<file path="src/hdl/bytecode_token_decoder_macros.svh">
// Assertion helpers for the bytecode token decoder.
`ifndef BYTECODE_TOKEN_DECODER_MACROS_SVH
`define BYTECODE_TOKEN_DECODER_MACROS_SVH

`ifndef SYNTH
`define BTD_ASSERT_SAME(lbl, ante, cons) \
	lbl: assert property (@(posedge clk) disable iff (!arst_n) (ante) |-> (cons)) \
		else $error("btd assertion failed");
`define BTD_ASSERT_NEXT(lbl, ante, cons) \
	lbl: assert property (@(posedge clk) disable iff (!arst_n) (ante) |=> (cons)) \
		else $error("btd assertion failed");
`else
`define BTD_ASSERT_SAME(lbl, ante, cons)
`define BTD_ASSERT_NEXT(lbl, ante, cons)
`endif

`endif

</file>
<file path="src/hdl/btd_pkg.sv">
`default_nettype none
package btd_pkg;

	localparam int QUEUE_DEPTH = 4;

	localparam logic [7:0] LEAD_SMALL_LIMIT = 8'd128;
	localparam logic [7:0] LEAD_ARG_BASE    = 8'h90;
	localparam logic [7:0] LEAD_HIGH_BASE   = 8'ha0;
	localparam logic [7:0] INDEX_MASK       = 8'h0f;
	localparam logic [7:0] LEAD_TRUE        = 8'hc1;
	localparam logic [7:0] LEAD_FALSE       = 8'hc2;
	localparam logic [7:0] LEAD_ONE         = 8'hc3;
	localparam logic [7:0] LEAD_TWO         = 8'hc5;
	localparam logic [7:0] LEAD_FOUR        = 8'hc7;
	localparam logic [7:0] LEAD_EIGHT       = 8'hc9;

	localparam logic OP_UINT    = 1'b0;
	localparam logic OP_OPERAND = 1'b1;

	typedef enum logic [2:0] {
		KIND_IMM   = 3'd0,
		KIND_REG   = 3'd1,
		KIND_ARG   = 3'd2,
		KIND_TRUE  = 3'd3,
		KIND_FALSE = 3'd4,
		KIND_BAD   = 3'd5
	} kind_t;

	// what the back end does with a queued byte
	typedef enum logic [1:0] {
		ACT_EMIT = 2'd0,
		ACT_ACC  = 2'd1,
		ACT_LAST = 2'd2
	} act_t;

	typedef struct packed {
		act_t       act;
		kind_t      kind;
		logic [7:0] data;
	} entry_t;

	typedef struct packed {
		logic full;
		logic empty;
	} q_stat_t;

endpackage
`default_nettype wire

</file>
<file path="src/hdl/btd_front.sv">
`default_nettype none
module btd_front
	import btd_pkg::*;
(
	input  wire logic       clk,
	input  wire logic       arst_n,
	input  wire logic       s_tvalid,
	output logic            s_tready,
	input  wire logic [7:0] s_tdata,
	input  wire logic [0:0] s_tuser,
	input  wire q_stat_t    q_stat,
	output logic            push,
	output entry_t          push_entry
);

	logic [3:0] remaining_q;
	logic [3:0] remaining_d;
	logic       has_entry;
	logic       accept;

	assign s_tready = !q_stat.full;
	assign accept   = s_tvalid && s_tready;
	assign push     = accept && has_entry;

	always_comb begin
		remaining_d = remaining_q;
		has_entry   = 1'b1;
		push_entry  = '{act: ACT_EMIT, kind: KIND_BAD, data: 8'd0};
		if (remaining_q != 4'd0) begin
			remaining_d     = remaining_q - 4'd1;
			push_entry.act  = (remaining_q == 4'd1) ? ACT_LAST : ACT_ACC;
			push_entry.kind = KIND_IMM;
			push_entry.data = s_tdata;
		end else if (s_tdata < LEAD_SMALL_LIMIT) begin
			push_entry.kind = KIND_IMM;
			push_entry.data = s_tdata;
		end else if (s_tuser[0] == OP_UINT) begin
			unique case (s_tdata)
				LEAD_ONE: begin
					remaining_d = 4'd1;
					has_entry   = 1'b0;
				end
				LEAD_TWO: begin
					remaining_d = 4'd2;
					has_entry   = 1'b0;
				end
				LEAD_FOUR: begin
					remaining_d = 4'd4;
					has_entry   = 1'b0;
				end
				LEAD_EIGHT: begin
					remaining_d = 4'd8;
					has_entry   = 1'b0;
				end
				default: push_entry.kind = KIND_BAD;
			endcase
		end else if (s_tdata < LEAD_ARG_BASE) begin
			push_entry.kind = KIND_REG;
			push_entry.data = s_tdata & INDEX_MASK;
		end else if (s_tdata < LEAD_HIGH_BASE) begin
			push_entry.kind = KIND_ARG;
			push_entry.data = s_tdata & INDEX_MASK;
		end else begin
			unique case (s_tdata)
				LEAD_TRUE:  push_entry.kind = KIND_TRUE;
				LEAD_FALSE: push_entry.kind = KIND_FALSE;
				LEAD_ONE: begin
					remaining_d = 4'd1;
					has_entry   = 1'b0;
				end
				LEAD_TWO: begin
					remaining_d = 4'd2;
					has_entry   = 1'b0;
				end
				default: push_entry.kind = KIND_BAD;
			endcase
		end
	end

	always_ff @(posedge clk or negedge arst_n) begin
		if (!arst_n) begin
			remaining_q <= 4'd0;
		end else if (accept) begin
			remaining_q <= remaining_d;
		end
	end

endmodule
`default_nettype wire

</file>
<file path="src/hdl/btd_queue.sv">
`default_nettype none
module btd_queue
	import btd_pkg::*;
#(
	parameter int DEPTH = QUEUE_DEPTH
) (
	input  wire logic   clk,
	input  wire logic   arst_n,
	input  wire logic   push,
	input  wire entry_t push_entry,
	input  wire logic   pop,
	output entry_t      head,
	output q_stat_t     q_stat
);

	localparam int AW = (DEPTH > 1) ? $clog2(DEPTH) : 1;
	localparam int CW = $clog2(DEPTH + 1);
	localparam logic [AW-1:0] LAST_SLOT = AW'(DEPTH - 1);
	localparam logic [CW-1:0] FULL_COUNT = CW'(DEPTH);

	entry_t          slots_q [DEPTH];
	logic [AW-1:0]   wr_ptr_q;
	logic [AW-1:0]   rd_ptr_q;
	logic [CW-1:0]   count_q;
	logic            do_push;
	logic            do_pop;

	assign q_stat.full  = (count_q == FULL_COUNT);
	assign q_stat.empty = (count_q == '0);
	assign do_push      = push && !q_stat.full;
	assign do_pop       = pop && !q_stat.empty;
	assign head         = slots_q[rd_ptr_q];

	always_ff @(posedge clk) begin
		if (do_push) begin
			slots_q[wr_ptr_q] <= push_entry;
		end
	end

	always_ff @(posedge clk or negedge arst_n) begin
		if (!arst_n) begin
			wr_ptr_q <= '0;
			rd_ptr_q <= '0;
			count_q  <= '0;
		end else begin
			if (do_push) begin
				wr_ptr_q <= (wr_ptr_q == LAST_SLOT) ? '0 : wr_ptr_q + AW'(1);
			end
			if (do_pop) begin
				rd_ptr_q <= (rd_ptr_q == LAST_SLOT) ? '0 : rd_ptr_q + AW'(1);
			end
			if (do_push && !do_pop) begin
				count_q <= count_q + CW'(1);
			end else if (do_pop && !do_push) begin
				count_q <= count_q - CW'(1);
			end
		end
	end

endmodule
`default_nettype wire

</file>
<file path="src/hdl/btd_back.sv">
`default_nettype none
module btd_back
	import btd_pkg::*;
(
	input  wire logic        clk,
	input  wire logic        arst_n,
	input  wire entry_t      head,
	input  wire q_stat_t     q_stat,
	output logic             pop,
	output logic             m_tvalid,
	input  wire logic        m_tready,
	output logic [63:0]      m_tdata,
	output logic [2:0]       m_tuser
);

	logic [7:0][7:0] acc_q;
	logic [2:0]      pos_q;
	logic [7:0][7:0] merged;
	logic            out_free;
	logic            emit;
	logic            m_tvalid_q;
	logic [63:0]     value_q;
	kind_t           kind_q;

	assign out_free = !m_tvalid_q || m_tready;
	assign pop      = !q_stat.empty && ((head.act == ACT_ACC) || out_free);
	assign emit     = pop && (head.act != ACT_ACC);

	// final value: gathered lanes with the closing byte in its lane
	always_comb begin
		for (int i = 0; i < 8; i++) begin
			merged[i] = (pos_q == 3'(i)) ? head.data : acc_q[i];
		end
	end

	always_ff @(posedge clk or negedge arst_n) begin
		if (!arst_n) begin
			acc_q      <= '0;
			pos_q      <= 3'd0;
			m_tvalid_q <= 1'b0;
		end else begin
			if (pop) begin
				unique case (head.act)
					ACT_ACC: begin
						acc_q[pos_q] <= head.data;
						pos_q        <= pos_q + 3'd1;
					end
					ACT_LAST: begin
						acc_q <= '0;
						pos_q <= 3'd0;
					end
					ACT_EMIT: ;
					default: ;
				endcase
			end
			if (emit) begin
				m_tvalid_q <= 1'b1;
			end else if (m_tready) begin
				m_tvalid_q <= 1'b0;
			end
		end
	end

	always_ff @(posedge clk) begin
		if (emit) begin
			kind_q  <= head.kind;
			value_q <= (head.act == ACT_LAST) ? 64'(merged) : {56'd0, head.data};
		end
	end

	assign m_tvalid = m_tvalid_q;
	assign m_tdata  = value_q;
	assign m_tuser  = kind_q;

endmodule
`default_nettype wire

</file>
<file path="src/hdl/bytecode_token_decoder.sv">
// channel  dir  tdata                 tuser
// s_*      in   [7:0] data_byte       [0] operation
// m_*      out  [63:0] token_value    [2:0] token_kind
//
// One byte a cycle in, one result a cycle out at most; the front end
// classifies each byte as it is taken and the back end gathers value bytes.
// A closing byte passes through the queue and then the output register on its way to m_tvalid.
// s_tready falls only when the byte queue is full; m_tready stalls the back end alone.
// arst_n clears the byte counters, the queue and the output valid.
`default_nettype none
`include "bytecode_token_decoder_macros.svh"
module bytecode_token_decoder
	import btd_pkg::*;
#(
	parameter int QDEPTH = QUEUE_DEPTH
) (
	input  wire logic        clk,
	input  wire logic        arst_n,
	input  wire logic        s_tvalid,
	output logic             s_tready,
	input  wire logic [7:0]  s_tdata,   // [7:0] data_byte
	input  wire logic [0:0]  s_tuser,   // [0] operation
	output logic             m_tvalid,
	input  wire logic        m_tready,
	output logic [63:0]      m_tdata,   // [63:0] token_value
	output logic [2:0]       m_tuser    // [2:0] token_kind
);

	q_stat_t q_stat;
	logic    push;
	logic    pop;
	entry_t  push_entry;
	entry_t  head;

	btd_front u_front (
		.clk        (clk),
		.arst_n     (arst_n),
		.s_tvalid   (s_tvalid),
		.s_tready   (s_tready),
		.s_tdata    (s_tdata),
		.s_tuser    (s_tuser),
		.q_stat     (q_stat),
		.push       (push),
		.push_entry (push_entry)
	);

	btd_queue #(
		.DEPTH (QDEPTH)
	) u_queue (
		.clk        (clk),
		.arst_n     (arst_n),
		.push       (push),
		.push_entry (push_entry),
		.pop        (pop),
		.head       (head),
		.q_stat     (q_stat)
	);

	btd_back u_back (
		.clk      (clk),
		.arst_n   (arst_n),
		.head     (head),
		.q_stat   (q_stat),
		.pop      (pop),
		.m_tvalid (m_tvalid),
		.m_tready (m_tready),
		.m_tdata  (m_tdata),
		.m_tuser  (m_tuser)
	);

	`BTD_ASSERT_SAME(a_full_blocks_input, q_stat.full, !s_tready)
	`BTD_ASSERT_SAME(a_no_pop_when_empty, q_stat.empty, !pop)
	`BTD_ASSERT_NEXT(a_result_after_emit, pop && (head.act != ACT_ACC), m_tvalid)

endmodule
`default_nettype wire
</file>
<file path="config.mk">
export PLATFORM = sky130hd
export DESIGN_NAME = bytecode_token_decoder
export DESIGN_NICKNAME = d
export VERILOG_FILES = /design/src/hdl/btd_pkg.sv /design/src/hdl/btd_front.sv /design/src/hdl/btd_queue.sv /design/src/hdl/btd_back.sv /design/src/hdl/bytecode_token_decoder.sv
export VERILOG_INCLUDE_DIRS = /design/src /design/src/hdl
export SDC_FILE = /design/constraint.sdc
export NUM_CORES = 1
export LEC_CHECK = 0
export BUFFER_PORTS_ARGS = -buffer_cell sky130_fd_sc_hd__buf_4
export CAP_MARGIN = 15
export CELL_PAD_IN_SITES_DETAIL_PLACEMENT = 1
export CELL_PAD_IN_SITES_GLOBAL_PLACEMENT = 2
export CORE_AREA = 4 4 157 159
export DETAILED_ROUTE_END_ITERATION = 10
export DIE_AREA = 0 0 161 163
export PLACE_DENSITY = 0.82
export SYNTH_ARGS = -nofsm -noshare
export SYNTH_HDL_FRONTEND = slang
export SYNTH_SLANG_ARGS = --single-unit
</file>
<file path="constraint.sdc">
create_clock -name clk -period 4.8 [get_ports clk]
set_input_delay 0.72 -clock clk [delete_from_list [all_inputs] [get_ports clk]]
set_output_delay 0.72 -clock clk [all_outputs]
set_load 0.01 [all_outputs]
</file>
==> results.py, run 1 <==
metrics = {
    "run_status": {
        "status": "finished clean",
    },
    "sta": {
        "slew_viol_final": 0,
        "tightestPinTransition_ns": 1.062,
        "period_share": 0.7255,
        "rsz0062_at_grt": "no",
        "setup_tns_ns": 0,
        "slew_headroom": 0.2920,
        "finClkSkew_ns": 0.01022,
        "finalSetupViolCount": 0,
        "layout_min_cycle_time_ns": 3.483,
        "timing_hold_violations_final": 0,
        "fmaxAchievable_mhz": 287.1,
    },
    "floorplan": {
        "die_area_um2": 26240,
        "pin_count": 82,
        "core_area_um2": 23260,
        "die_h_um": 163,
        "start_util": 0.3736,
        "rows": 56,
        "fp.dieW_um": 161,
    },
    "final_layout": {
        "nets": 738,
        "final_common_cell": "edfxtp_1",
        "fin_cells": 1040,
        "area_growth_pct": 18.27,
        "drive_above_1_share": 0.2399,
        "n_antenna_cell": 0,
        "layout_common_cells": "edfxtp_1 (119), buf_4 (84), dfrtp_1 (79), nand2_1 (77), o2bb2ai_1 (64)",
        "fin_area_um2": 10280,
    },
    "detailed_routing": {
        "num_vias": 5544,
        "drc": 0,
        "wirelength_um": 21610,
        "drtIter0Drc": 427,
        "ant_nets": 0,
        "drtPass1Iterations": 5,
        "viasPerCell": 5.331,
        "wl_per_cell_um": 20.78,
    },
    "setup_path": {
        "r2r_slack_ns": 1.32,
        "cp_data_arrival_time_ns": 3.82,
        "start_kind": "register",
        "critPathKind": "reg2reg",
        "crit_path_end_kind": "register",
        "critPathMaxFanout": 15,
        "critPathRequiredTime_ns": 5.14,
    },
    "clock_network": {
        "cts_resized": 0,
        "cts_setup_buffers": 0,
        "htree_levels": 4,
        "hold_buffers": 0,
        "cts_tree": "yes",
        "clockBufferDepth": 2,
        "clk_pin_slew_ns": 0.07,
        "cts_root_buf": "clkbuf_16",
        "cts.sinks": 198,
        "numCtsBuffers": 17,
        "clk-insertion-delay-late_ns": 0.43,
    },
    "global_route": {
        "grt-ovfl-total": 0,
        "grt_usage": 0.1684,
        "grt_start_max_net_pins": 80,
        "grt_antenna_before_repair": 0,
        "grt_pass1_wl_um": 34310,
        "grt_pass1_vias": 5916,
    },
    "yosys": {
        "yosys_most_used_dff": "edfxtp_1",
        "ys_ff_latch": 198,
        "synth_area_um2": 8691,
        "synth_edf_count": 119,
        "syn_area_per_cell_um2": 13.75,
        "synth_warnings": 0,
        "synth_seq_area_share": 0.6386,
        "yosysUniqueCellTypes": 56,
        "async_flop_share": 0.3990,
        "synthesis.instances": 632,
        "syn-num-nets": 662,
    },
    "place": {
        "place_area_um2": 9619,
        "gp_congestion": 0.8307,
        "port-buffer-count": 81,
        "dp_hpwl_um": 14460,
        "placed_cells_incl_taps": 1008,
    },
    "flow_run": {
        "maxCapViolCount": 0,
    },
    "pwr": {
        "power_per_cell_area_nw_per_um2": 765.9,
        "max-vdd-ir-drop_mv": 0.3393,
        "p_total_mw": 7.872,
        "power.leakage_nw": 3.850,
    },
    "min_path": {
        "hp-class": "in2async",
    },
}
[metrics by stage]
stage,utilization,hold slack [ns],setup slack [ns]
final,0.4419,0.4383,1.317
after global routing,0.4419,0.5060,1.078
after CTS,0.4419,0.4830,1.290
after detailed placement,0.4135,0.4701,1.369
after global placement,0.4135,0.4673,1.562
after floorplan,-,0.4244,0.9020
[cells in the mapped netlist (3+ instances only)]
| library cell | n | area, um^2 |
|---|---|---|
| edfxtp_1 | 119 | 3573 |
| dfrtp_1 | 79 | 1977 |
| nand2_1 | 77 | 289.0 |
| o2bb2ai_1 | 64 | 560.5 |
| a21boi_0 | 40 | 300.3 |
| nand3_1 | 27 | 135.1 |
| nor2b_1 | 27 | 168.9 |
| nor2_1 | 18 | 67.56 |
| ha_1 | 16 | 200.2 |
| inv_1 | 16 | 60.06 |
| mux2i_1 | 16 | 160.2 |
| clkbuf_1 | 14 | 52.55 |
| mux4_2 | 13 | 292.8 |
| mux2_2 | 10 | 112.6 |
| nor3_1 | 9 | 45.04 |
| buf_2 | 8 | 40.04 |
| nand2_2 | 6 | 37.54 |
| o21ai_0 | 6 | 30.03 |
| and2_2 | 5 | 37.54 |
| o21ai_2 | 5 | 43.79 |
| a21o_1 | 4 | 30.03 |
| or3b_2 | 4 | 35.03 |
| a21oi_1 | 3 | 15.01 |
| buf_1 | 3 | 11.26 |
[report_power, final]
group / internal, mW / total [mW] / leakage [nW] / switching [mW]
registers: 2.68 / 3.05 / 2.20 / 0.369
logic: 1.21 / 3.23 / 1.33 / 2.02
clock network: 0.940 / 1.59 / 0.325 / 0.655
[registers in the layout (all words and copies together) (netlist names)]
signal,count
u_back.m_tvalid,1
u_front.remaining_q,4
u_back.m_tuser,3
u_queue.rd_ptr_q,2
u_back.m_tdata,64
u_queue.slots_q,52
u_back.pos_q,3
u_back.acc_q,64
u_queue.wr_ptr_q,2
u_queue.count_q,3
[layer usage]
layer	up-vias	wire length [um]	GRT usage
met1	2869	9138	0.2138
li1	2519	-	-
met5	-	0	0
met4	0	290	0.04226
met3	20	862	0.03214
met2	136	11320	0.2985
[layout make-up]
| type | count | area (um^2) |
|---|---|---|
| clock buffer | 17 | 425.4 |
| clock inverter | 15 | 234.0 |
| fill | 2393 | 12980 |
| inverter | 16 | 60.06 |
| multi-input combinational | 390 | 2959 |
| sequential | 198 | 5550 |
| tap | 319 | 399.1 |
| timing repair buffer | 85 | 650.6 |
[final timing paths]
kind	startpoint	end	cells after the start
worst max-delay path	u_queue.rd_ptr_q[1]	u_queue.count_q[2]	10
worst max register to register	u_queue.rd_ptr_q[1]	u_queue.count_q[2]	10
min in group clk	u_back.acc_q[55]	u_back.acc_q[55]	1
worst min-delay path	arst_n	u_front.remaining_q[1]	1
worst min register to register	u_back.acc_q[55]	u_back.acc_q[55]	1
max in group asynchronous	arst_n	u_back.acc_q[57]	1
[critical path: stages, from the launching register on]
cell and delay, ns:
dfrtp_1 0.76, mux4_2 0.43, ha_1 0.28, or3b_2 0.48, nand2_1 0.24, ha_1 0.26, inv_1 0.07, fa_1 0.37
xor2_1 0.18, nor2_1 0.15, xor2_1 0.18
[cells by family (layout without fill, tap and decap cells)]
family,count (synthesis),after routing,share of synthesized area
adder cells (fa/ha/maj),17,17,0.02534
flip-flops,198,198,0.6386
AO/OA/AOI/OAI,139,139,0.1317
AND/OR/NAND/NOR,189,189,0.1097
buffers and inverters,44,133,0.02203
XOR/XNOR,4,4,0.004032
multiplexers,41,41,0.06853
(Power assumes the default switching activity.)
==> inputs of run 2 (changes only) <==
Settings changed: ABC_AREA from default to 1, CORE_AREA 4 4 157 159 to 4 4 163 165, DIE_AREA 0 0 161 163 to 0 0 167 169, PLACE_DENSITY 0.82 to 0.81.
Clock period 4.8 ns to 2.99 ns, I/O delays scaled along.
==> results.py, run 2 <==
metrics = {
    "clock_network": {
        "clk-insertion-delay-late_ns": 0.45,
        "htree_levels": 4,
        "numCtsBuffers": 17,
        "clk_pin_slew_ns": 0.08,
        "cts_root_buf": "clkbuf_16",
        "clockBufferDepth": 2,
        "cts.sinks": 198,
        "cts_tree": "yes",
        "cts_setup_buffers": 0,
    },
    "final_layout": {
        "seq_area_um2": 5550,
        "layout_common_cells": "edfxtp_1 (119), o21ai_0 (114), nand2_1 (111), buf_4 (93), inv_1 (82)",
        "n_antenna_cell": 0,
        "fin_cells": 1213,
        "multiInputGateArea_um2": 2609,
        "nets": 900,
        "drive_above_1_share": 0.1971,
        "fill_cells": 2776,
        "final_common_cell": "edfxtp_1",
        "area_growth_pct": 18.05,
    },
    "yosys": {
        "synth_xor_xnor_area_share": 0.002009,
        "async_flop_share": 0.3990,
        "synth_top_area_frac": 0.4098,
        "yosysUniqueCellTypes": 37,
        "ys_ff_latch": 198,
        "synth_seq_area_share": 0.6364,
        "yosys_most_used_dff": "edfxtp_1",
        "syn-num-nets": 820,
        "syn_area_per_cell_um2": 11.04,
        "netlist_top_cells_area": "edfxtp_1 (41%), dfrtp_1 (23%), o21ai_0 (6.5%)",
        "synth.most_common_cell": "edfxtp_1",
        "synthMuxAreaShare": 0,
        "synth_edf_count": 119,
        "synth_top_family_by_area": "compound AO/OA/AOI/OAI gates",
        "synth_warnings": 0,
        "synth_top_area_cell": "edfxtp_1",
        "synth_compound_area_frac": 0.1663,
        "synth_simple_gate_area_frac": 0.1039,
        "synthesis.instances": 790,
        "synthAdderAreaFrac": 0.02525,
        "synth_common_cells": "edfxtp_1 (119), o21ai_0 (114), nand2_1 (112)",
        "synth_area_um2": 8721,
    },
    "setup_path": {
        "cp_common_cell": "inv_1",
        "critPathMaxFanout": 14,
        "critPathRequiredTime_ns": 3.30,
        "path_cells": "clkinv_4 -> nand2_1 -> a32oi_1 -> inv_1 -> ha_2 -> inv_2 -> nand3_2 -> nand2_4 -> ha_1 -> inv_1 -> fa_1 -> a21oi_1 -> o21ai_0 -> xor2_1",
        "critPathTopFamily": "adder cells",
        "critPathBufInv": 4,
        "critical-path-slowest-cell": "dfrtp_1",
        "start_kind": "register",
        "critPathKind": "reg2reg",
        "crit_path_end_kind": "register",
        "cp_data_arrival_time_ns": 3.05,
        "slowest_delay_ns": 0.49,
    },
    "place": {
        "dp_hpwl_um": 14100,
        "pre_cts_slack_ns": 0.2193,
        "placed_cells_incl_taps": 1178,
        "port-buffer-count": 81,
        "gp_congestion": 0.7775,
    },
    "detailed_routing": {
        "ant_nets": 0,
        "drtIter0Drc": 352,
        "num_vias": 5945,
        "wl_per_cell_um": 17.81,
        "wirelength_um": 21610,
        "drc": 0,
        "viasPerCell": 4.901,
        "drtPass1Iterations": 5,
    },
    "sta": {
        "timing_hold_violations_final": 0,
        "finalSetupViolCount": 0,
        "slew_viol_final": 0,
        "fmaxAchievable_mhz": 364.4,
        "slew_headroom": 0.4096,
        "rsz0062_at_grt": "no",
        "layout_min_cycle_time_ns": 2.744,
        "period_share": 0.9178,
        "worst_slack_ns": 0.2458,
        "hold_ws_ns": 0.2706,
        "tightestPinTransition_ns": 0.8823,
        "finClkSkew_ns": 0.01401,
    },
    "floorplan": {
        "die_h_um": 169,
        "start_util": 0.3483,
        "fp.dieW_um": 167,
        "core_area_um2": 25040,
        "rows": 58,
        "die_area_um2": 28220,
        "pin_count": 82,
    },
    "global_route": {
        "grt-ovfl-total": 0,
        "grt_usage": 0.1541,
        "grt_pass1_vias": 6114,
        "grt_pass1_wl_um": 34000,
        "grt_start_max_net_pins": 80,
        "grt_antenna_before_repair": 0,
    },
    "min_path": {
        "hp-class": "in2reg",
    },
    "pwr": {
        "power.leakage_nw": 4.240,
        "power_per_cell_area_nw_per_um2": 1228,
        "max-vdd-ir-drop_mv": 0.6646,
    },
    "flow_run": {
        "maxCapViolCount": 0,
    },
    "run_status": {
        "status": "finished clean",
    },
}
-- run 2: changes by cell type after synthesis, sizes merged, moves of 40 or more --
cell     change
o21ai      +107
inv         +73
a21oi       +67
o2bb2ai     -64
o22ai       +43
a21boi      -40
-- run 2: final timing paths --
kind	from	cells after the start	slack (ns)	to
min	m_tready	4	0.27	u_back.m_tvalid
min in group asynchronous	arst_n	2	0.39	u_back.acc_q[27]
max	u_queue.rd_ptr_q[0]	14	0.25	u_queue.count_q[2]
min reg2reg	u_back.acc_q[30]	2	0.49	u_back.acc_q[30]
max in group asynchronous	arst_n	3	1.97	u_queue.wr_ptr_q[0]
max reg2reg	u_queue.rd_ptr_q[0]	14	0.25	u_queue.count_q[2]
-- run 2: logic make-up after synthesis --
| kind of cell | count (synthesis) |
|---|---|
| compound gates | 240 |
| xor+xnor | 2 |
| fa+ha+maj | 17 |
| buf+inv | 126 |
| flops | 198 |
| simple gates | 207 |
-- run 2: layer usage --
metal  vias to the layer above  track usage  part of all wire
met3                        27      0.02639             0.035
met2                       117       0.2580              0.48
li1                       2905            -                 -
met4                         0      0.04660             0.019
met1                      2896       0.2067              0.46
met5                         -            0                 0
-- run 2: area by class of cell --
class / instances / share of cell area
multi-input cells: 466 / 0.2534
repair inverters: 1 / 0.0004861
clock inverters: 14 / 0.01762
well taps: 330 / 0.04011
repair buffers: 96 / 0.07341
inverters: 90 / 0.03415
flip-flops and latches: 198 / 0.5391
clock buffers: 18 / 0.04169
-- run 2: metrics by stage --
stage,power [mW],area [um^2],utilization,setup TNS [ns]
final,12.64,10290,0.4112,0
after floorplan,8.295,8747,-,-3.720
after CTS,12.78,10250,0.4095,0
after global placement,10.27,9642,0.3851,0
after global routing,13.51,10290,0.4112,0
after detailed placement,10.43,9642,0.3851,0
-- run 2: report_power, final --
group / switching [mW] / total, mW / internal, mW
Sequential: 0.430 / 4.70 / 4.27
Combinational: 3.94 / 5.62 / 1.69
Clock: 1.18 / 2.32 / 1.14
-- run 2: what timing repair did --
item                                    in CTS  in global routing
hold buffers                                 0                  1
gates resized for setup                      0                  1
hold endpoints to repair                     0                 10
endpoints found under the setup margin       0                  1
-- run 2: tightest hold or removal path, cell delays in order --
cell and delay, ns:
buf_4 0.08, inv_1 0.05, nand2_1 0.06, nand2_1 0.05
